### src/hw/rtl/c_subset_lexer_with_symbol_table_core_defines.svh
// Assertion macros shared by the lexer RTL.
`ifndef C_SUBSET_LEXER_WITH_SYMBOL_TABLE_CORE_DEFINES_SVH
`define C_SUBSET_LEXER_WITH_SYMBOL_TABLE_CORE_DEFINES_SVH

// Same-cycle implication.
`define CSL_ASSERT_IMPL(label, clk, rst, ante, cons) \
   label: assert property (@(posedge clk) disable iff (rst) (ante) |-> (cons)) \
      else $error("csl assertion failed");

// Next-cycle implication.
`define CSL_ASSERT_NEXT(label, clk, rst, ante, cons) \
   label: assert property (@(posedge clk) disable iff (rst) (ante) |=> (cons)) \
      else $error("csl assertion failed");

`endif

### src/hw/rtl/csl_pkg.sv
`default_nettype none
package csl_pkg;

   localparam int MAX_NAME_DEF    = 16;
   localparam int MAX_SYMBOLS_DEF = 64;
   localparam int KW_COUNT        = 34;
   localparam int KW_PRINTF       = 32;

   localparam logic [7:0] CH_NL    = 8'h0A;
   localparam logic [7:0] CH_LT    = 8'h3C;
   localparam logic [7:0] CH_GT    = 8'h3E;
   localparam logic [7:0] CH_EQ    = 8'h3D;
   localparam logic [7:0] CH_PLUS  = 8'h2B;
   localparam logic [7:0] CH_MINUS = 8'h2D;
   localparam logic [7:0] CH_STAR  = 8'h2A;
   localparam logic [7:0] CH_SLASH = 8'h2F;
   localparam logic [7:0] CH_PCT   = 8'h25;

   localparam logic [2:0] CLS_ARITH = 3'd0;
   localparam logic [2:0] CLS_KW    = 3'd1;
   localparam logic [2:0] CLS_NEW   = 3'd2;
   localparam logic [2:0] CLS_KNOWN = 3'd3;
   localparam logic [2:0] CLS_REL   = 3'd4;
   localparam logic [2:0] CLS_ASGN  = 3'd5;

   localparam logic [2:0] REL_LT = 3'd0;
   localparam logic [2:0] REL_GT = 3'd1;
   localparam logic [2:0] REL_LE = 3'd2;
   localparam logic [2:0] REL_GE = 3'd3;
   localparam logic [2:0] REL_EQ = 3'd4;

   typedef enum logic [2:0] {
      EM_REL   = 3'd0,
      EM_FLUSH = 3'd1,
      EM_ARITH = 3'd2,
      EM_KW    = 3'd3,
      EM_KNOWN = 3'd4,
      EM_NEW   = 3'd5
   } emit_sel_type;

   typedef struct packed {
      logic         accept;
      logic         emit;
      emit_sel_type sel;
      logic         clr_pending;
      logic         set_pending;
      logic         next_line;
      logic         clr_skip;
      logic         set_skip;
      logic         append;
      logic         clr_run;
      logic         srch_start;
      logic         idx_next;
      logic         k_clear;
      logic         k_inc;
      logic         release_last;
   } cmd_type;

   typedef struct packed {
      logic skip;
      logic pending;
      logic c_eq;
      logic c_nl;
      logic c_alpha;
      logic c_alnum;
      logic c_arith;
      logic c_relop;
      logic end_flag;
      logic run_active;
      logic kw_hit;
      logic kw_printf;
      logic idx_at_count;
      logic len_match;
      logic chr_match;
      logic chr_last;
      logic can_push;
      logic out_free;
      logic held_valid;
   } status_type;

   typedef struct packed {
      logic [2:0]  token_class;
      logic [7:0]  op_char;
      logic [2:0]  rel_kind;
      logic [5:0]  keyword_number;
      logic [6:0]  symbol_number;
      logic [15:0] line_number;
      logic        name_truncated;
      logic        table_full;
   } rsp_type;

   // Keyword text, left aligned, padded with spaces (a space never occurs in a run).
   function automatic logic [63:0] kw_text(input int unsigned i);
      logic [63:0] t;
      case (i)
         0:  t = "auto    ";
         1:  t = "break   ";
         2:  t = "case    ";
         3:  t = "char    ";
         4:  t = "const   ";
         5:  t = "continue";
         6:  t = "default ";
         7:  t = "do      ";
         8:  t = "double  ";
         9:  t = "else    ";
         10: t = "enum    ";
         11: t = "extern  ";
         12: t = "float   ";
         13: t = "for     ";
         14: t = "goto    ";
         15: t = "if      ";
         16: t = "int     ";
         17: t = "long    ";
         18: t = "register";
         19: t = "return  ";
         20: t = "short   ";
         21: t = "signed  ";
         22: t = "sizeof  ";
         23: t = "static  ";
         24: t = "struct  ";
         25: t = "switch  ";
         26: t = "typedef ";
         27: t = "union   ";
         28: t = "unsigned";
         29: t = "void    ";
         30: t = "volatile";
         31: t = "while   ";
         32: t = "printf  ";
         33: t = "scanf   ";
         default: t = "        ";
      endcase
      return t;
   endfunction

   function automatic logic [3:0] kw_len(input int unsigned i);
      logic [63:0] t;
      logic [3:0]  n;
      t = kw_text(i);
      n = 4'd0;
      for (int p = 0; p < 8; p++) begin
         if (t[8*(7-p) +: 8] != 8'h20) begin
            n = n + 4'd1;
         end
      end
      return n;
   endfunction

endpackage
`default_nettype wire

### src/hw/rtl/csl_ctrl.sv
`default_nettype none
`include "c_subset_lexer_with_symbol_table_core_defines.svh"
module csl_ctrl (
   input  wire logic                clock,
   input  wire logic                reset,
   input  wire logic                req_valid,
   output logic                     req_ready,
   input  wire csl_pkg::status_type status,
   output csl_pkg::cmd_type         cmd
);

   typedef enum logic [12:0] {
      S_IDLE  = 13'b0000000000001,
      S_PEND  = 13'b0000000000010,
      S_RUN   = 13'b0000000000100,
      S_REST  = 13'b0000000001000,
      S_END   = 13'b0000000010000,
      S_KW    = 13'b0000000100000,
      S_SLEN  = 13'b0000001000000,
      S_SLENW = 13'b0000010000000,
      S_CHR   = 13'b0000100000000,
      S_CHK   = 13'b0001000000000,
      S_FOUND = 13'b0010000000000,
      S_NEW   = 13'b0100000000000,
      S_DONE  = 13'b1000000000000
   } state_type;

   state_type state_ff, state_in;
   logic      ctx_end_ff, ctx_end_in;   // run finish was started by end of text

   always_ff @(posedge clock) begin
      if (reset) begin
         state_ff   <= S_IDLE;
         ctx_end_ff <= 1'b0;
      end else begin
         state_ff   <= state_in;
         ctx_end_ff <= ctx_end_in;
      end
   end

   always_comb begin
      state_in   = state_ff;
      ctx_end_in = ctx_end_ff;
      cmd        = '0;
      cmd.sel    = csl_pkg::EM_ARITH;
      req_ready  = 1'b0;
      case (state_ff)
         S_IDLE: begin
            req_ready = 1'b1;
            if (req_valid) begin
               cmd.accept = 1'b1;
               state_in   = S_PEND;
            end
         end
         S_PEND: begin
            if (status.skip) begin
               cmd.clr_skip  = status.c_nl;
               cmd.next_line = status.c_nl;
               state_in      = S_END;
            end else if (status.pending) begin
               if (status.can_push) begin
                  cmd.emit        = 1'b1;
                  cmd.sel         = status.c_eq ? csl_pkg::EM_REL : csl_pkg::EM_FLUSH;
                  cmd.clr_pending = 1'b1;
                  state_in        = status.c_eq ? S_END : S_RUN;
               end
            end else begin
               state_in = S_RUN;
            end
         end
         S_RUN: begin
            if (status.run_active) begin
               if (status.c_alnum) begin
                  cmd.append = 1'b1;
                  state_in   = S_END;
               end else begin
                  ctx_end_in = 1'b0;
                  state_in   = S_KW;
               end
            end else begin
               state_in = S_REST;
            end
         end
         S_REST: begin
            if (status.c_arith) begin
               if (status.can_push) begin
                  cmd.emit = 1'b1;
                  cmd.sel  = csl_pkg::EM_ARITH;
                  state_in = S_END;
               end
            end else begin
               cmd.append      = status.c_alpha;
               cmd.set_pending = status.c_relop;
               cmd.next_line   = status.c_nl;
               state_in        = S_END;
            end
         end
         S_END: begin
            if (!status.end_flag) begin
               state_in = S_DONE;
            end else if (status.pending) begin
               if (status.can_push) begin
                  cmd.emit        = 1'b1;
                  cmd.sel         = csl_pkg::EM_FLUSH;
                  cmd.clr_pending = 1'b1;
               end
            end else if (status.run_active) begin
               ctx_end_in = 1'b1;
               state_in   = S_KW;
            end else begin
               cmd.clr_skip = 1'b1;
               state_in     = S_DONE;
            end
         end
         S_KW: begin
            if (status.kw_hit) begin
               if (status.can_push) begin
                  cmd.emit    = 1'b1;
                  cmd.sel     = csl_pkg::EM_KW;
                  cmd.clr_run = 1'b1;
                  if (!ctx_end_ff && status.kw_printf) begin
                     // printf: rest of the line is ignored, starting with this byte; a newline here ends the skip
                     cmd.set_skip  = 1'b1;
                     cmd.next_line = status.c_nl;
                     state_in      = S_END;
                  end else begin
                     state_in = ctx_end_ff ? S_END : S_REST;
                  end
               end
            end else begin
               cmd.srch_start = 1'b1;
               state_in       = S_SLEN;
            end
         end
         S_SLEN: begin
            state_in = status.idx_at_count ? S_NEW : S_SLENW;
         end
         S_SLENW: begin
            if (status.len_match) begin
               cmd.k_clear = 1'b1;
               state_in    = S_CHR;
            end else begin
               cmd.idx_next = 1'b1;
               state_in     = S_SLEN;
            end
         end
         S_CHR: begin
            state_in = S_CHK;
         end
         S_CHK: begin
            if (!status.chr_match) begin
               cmd.idx_next = 1'b1;
               state_in     = S_SLEN;
            end else if (status.chr_last) begin
               state_in = S_FOUND;
            end else begin
               cmd.k_inc = 1'b1;
               state_in  = S_CHR;
            end
         end
         S_FOUND, S_NEW: begin
            if (status.can_push) begin
               cmd.emit    = 1'b1;
               cmd.sel     = (state_ff == S_FOUND) ? csl_pkg::EM_KNOWN : csl_pkg::EM_NEW;
               cmd.clr_run = 1'b1;
               state_in    = ctx_end_ff ? S_END : S_REST;
            end
         end
         S_DONE: begin
            if (!status.held_valid) begin
               state_in = S_IDLE;
            end else if (status.out_free) begin
               cmd.release_last = 1'b1;
               state_in         = S_IDLE;
            end
         end
         default: begin
            state_in = S_IDLE;
         end
      endcase
   end

   `CSL_ASSERT_IMPL(a_ready_no_held, clock, reset, req_ready, !status.held_valid)
   `CSL_ASSERT_IMPL(a_emit_room, clock, reset, cmd.emit, status.can_push)
   `CSL_ASSERT_IMPL(a_release_room, clock, reset, cmd.release_last,
                    status.held_valid && status.out_free)
   `CSL_ASSERT_NEXT(a_append_leaves, clock, reset, cmd.append, state_ff == S_END)

endmodule
`default_nettype wire

### config.mk
export PLATFORM = sky130hd
export DESIGN_NAME = csl_ctrl
export DESIGN_NICKNAME = d
export VERILOG_FILES = /design/src/hw/rtl/csl_pkg.sv /design/src/hw/rtl/csl_ctrl.sv
export VERILOG_INCLUDE_DIRS = /design/src /design/src/hw/rtl
export SDC_FILE = /design/constraint.sdc
export NUM_CORES = 1
export LEC_CHECK = 0
export BUFFER_PORTS_ARGS = -buffer_cell sky130_fd_sc_hd__buf_2
export CAP_MARGIN = 0
export CORE_MARGIN = 3
export CORE_UTILIZATION = 25
export CTS_CLUSTER_DIAMETER = 150
export DETAILED_ROUTE_END_ITERATION = 6
export GPL_TIMING_DRIVEN = 0
export PLACE_DENSITY_LB_ADDON = 0.05
export SYNTH_ARGS = -nofsm -noshare
export SYNTH_HDL_FRONTEND = slang
export SYNTH_SLANG_ARGS = --single-unit
export TNS_END_PERCENT = 5
### constraint.sdc
create_clock -name clock -period 2.1 [get_ports clock]
set_input_delay 0.21 -clock clock [delete_from_list [all_inputs] [get_ports clock]]
set_output_delay 0.21 -clock clock [all_outputs]
set_load 0.005 [all_outputs]
==> impl_metrics.yaml <==
status:
  outcome: "finished with violations"
  failed_checks: "setup timing"
timing:
  worst_slew_pin_slew_ns: 0.574
  final_hold_viol_count: 0
  timing.fmax_mhz: 369
  skew_ns: 0.00412
  period_needed_ns: 2.71
  finalCritPeriodShare_pct: 129
  final-setup-viol-count: 16
  relSlewSlack_pct: 61.4
  slew_viol_final: 0
  setup_ws_ns: -0.613
  rsz0062_at_grt: "true"
synth:
  syn_nets: 192
  synth_edf_count: 0
  syn_area_sq_mm: 0.00123
  synth_cell_types: 47
  syn_inst: 170
  synth-main-ff-cell: "dfxtp_1"
  synth_area_per_cell_sq_um: 7.24
  synth.yosys.seq_area_share_pct: 22.8
  ys_async_sr_fraction_pct: 0
  yosys_warnings: 0
  ys_ff_latch: 14
clocking:
  cts_tree: "yes"
  clock_sinks: 14
  cts_htree_levels: 1
  cts_buffer_depth: 2
  clk_latency_ns: 0.25
  cts_made_buffers: 3
  cts_root_buf: "clkbuf_8"
  clkSlewWorstSetupHoldPaths_ns: 0.07
pwr:
  p_per_area_mw_per_mm2: 434
  seqPwrFrac_pct: 36.1
  power_frac_clock_pct: 37.4
  irDropWorstVdd_v: 0.000253
  p_sw_w: 0.000233
  p_int_w: 0.000524
  static-leakage-power_nw: 0.730
  power_w: 0.000757
  comb_power_share_pct: 26.5
  p_sw_share_pct: 30.8
worst_setup_path:
  cp.required_ns: 1.89
  slowest_delay_ns: 0.59
  path_cells: "or4_4 > or4_4 > a21oi_4 > o22ai_1 > or3_1 > buf_2"
  crit_top_cell: "or4_4"
  end_kind: "output pin"
  ff2ff_path_depth: 8
  rrSetupSlack_ns: -0.12
  worstPathArrival_ns: 2.50
  critPathLaunchType: "register"
  worstSetupPathType: "reg -> out"
  path_max_fanout: 6
  slowest_stage: "or4_4"
grt:
  antenna_found_initial: 0
  grt_pass1_vias: 1454
  grt_pass1_wl_um: 7340
  grt_max_degree: 11
  gr-total-overflow: 0
  track_usage_pct: 15.3
floorplanning:
  die_h_um: 76.2
  num_rows: 24
  die_x_um: 76.2
  io_pins: 40
  dieArea_sq_mm: 0.00580
  core_area_sq_mm: 0.00456
  start_util_pct: 27.0
place:
  hpwl_um: 3560
  place.gp.congestion: 0.829
  post-place-ws_ns: -0.708
  dp.cells: 274
  port_buffers: 39
  placed_cell_area_sq_mm: 0.00151
drt:
  vias: 1557
  dr.pass1.iters: 4
  postRouteAntennaNets: 0
  drt_iter0_drc: 101
  wl_per_cell_um: 16.4
  wirelength_um: 4650
  drc_errors: 0
  vias_per_cell: 5.50
hold_path:
  min_path_cells: 2
  hp-class: "in -> reg"
final_layout:
  regArea_sq_um: 285
  drive_above_1_share_pct: 38.1
  fin_nets: 241
  syn_to_final_growth_pct: 41.7
  multiInputGateArea_sq_mm: 0.00100
  fin_cells: 283
  num-fill-cells: 509
  final_core_util_pct: 38.2
  post-route-cell-area_sq_mm: 0.00174
  diodes: 0
flow_run:
  cap_violations: 0
==> cells in the mapped netlist (3+ instances only) <==
cell type / count / area (sq um)
nor4b_1: 3 / 26.3
nand4_1: 4 / 25.0
nand2_1: 14 / 52.6
dfxtp_1: 14 / 280
nand2b_1: 4 / 25.0
a21oi_1: 9 / 45.0
nor3b_1: 4 / 30.0
buf_2: 5 / 25.0
inv_1: 8 / 30.0
nor3_1: 12 / 60.1
o21a_1: 5 / 37.5
or4b_2: 3 / 30.0
and3_1: 4 / 25.0
nand3_1: 6 / 30.0
o21ai_0: 6 / 30.0
nor4_1: 4 / 25.0
nor2_1: 23 / 86.3
==> per-layer routing <==
| layer | routed length, um | track usage [%] | vias to the layer above |
|---|---|---|---|
| met5 | 0 | 0 | - |
| met4 | 49 | 3.26 | 0 |
| met3 | 268 | 2.96 | 7 |
| met2 | 2250 | 26.1 | 59 |
| met1 | 2080 | 20.1 | 755 |
| li1 | - | - | 736 |
==> through the flow <==
stage / TNS [ns] / hold slack (ns)
2_1_floorplan: -0.0779 / 0.289
3_3_place_gp: -5.82 / 0.394
3_5_place_dp: -5.51 / 0.400
4_1_cts: -2.81 / 0.119
5_1_grt: -4.94 / 0.149
6_report: -2.72 / 0.129
==> worst max-delay path: cells and delay by family, from the launching register on <==
family	cells	cell delay, ns
AOI/OAI and AO/OA	2	0.29
buffers and inverters	1	0.14
DFF	1	0.36
and+or+nand+nor	3	1.46
==> cells by family after synthesis <==
kind of cell	Yosys count	synth area share, %
flip-flops	14	22.8
buffers and inverters	14	4.78
AND/OR/NAND/NOR	97	45.5
multiplexers	2	1.63
AO/OA/AOI/OAI	40	23.2
XOR/XNOR	3	2.13
==> layout make-up <==
class	instances	area share, %
Multi-Input combinational cell	142	57.5
Sequential cell	14	16.4
Timing Repair Buffer	44	13.6
Tap cell	65	4.66
Clock buffer	4	3.16
Buffer	6	3.01
Inverter	8	1.72
==> path summary, 6_finish.rpt <==
| path | startpoint | to |
|---|---|---|
| setup / recovery | state_ff[6]$_SDFFE_PP0P_ | cmd[13] |
| hold / removal | status[6] | state_ff[7]$_SDFFE_PP0P_ |
| setup reg to reg | state_ff[9]$_SDFFE_PP0P_ | state_ff[12]$_SDFFE_PP0P_ |
| hold reg to reg | state_ff[6]$_SDFFE_PP0P_ | state_ff[7]$_SDFFE_PP0P_ |
==> power groups by stage <==
stage	registers [W]	clock network, W	logic [W]
after floorplan	0.000278	0	0.000104
after global placement	0.000279	0	0.000171
after detailed placement	0.000279	0	0.000173
after CTS	0.000273	0.000293	0.000193
after global routing	0.000274	0.000298	0.000220
final	0.000273	0.000283	0.000200
==> registers in the layout (all words and copies together), names as in the netlist <==
register / cells
state_ff: 13
ctx_end_ff: 1
==> placed cells by master, fill, tap and decap left out, types with 3 or more instances in the layout <==
cell      instances
nand2_1          14
buf_6             4
o21a_1            5
nor2_1           20
and3_1            3
clkbuf_8          4
nor3_2            3
dfxtp_2           4
inv_1             8
nor3b_1           4
a21oi_1           9
buf_2            39
nand2b_1          4
buf_4             6
o21ai_0           6
nand3_1           5
nor3_1            8
nand4_1           4
dfxtp_1          10
==> repair_timing <==
item,4_1_cts,5_1_grt
pin swaps,4,2
gates cloned,0,0
buffers inserted,1,4
resized for setup,25,10
setup endpoints to repair,29,23
hold buffers,0,0
No activity file was read; power rests on OpenSTA's default activity.
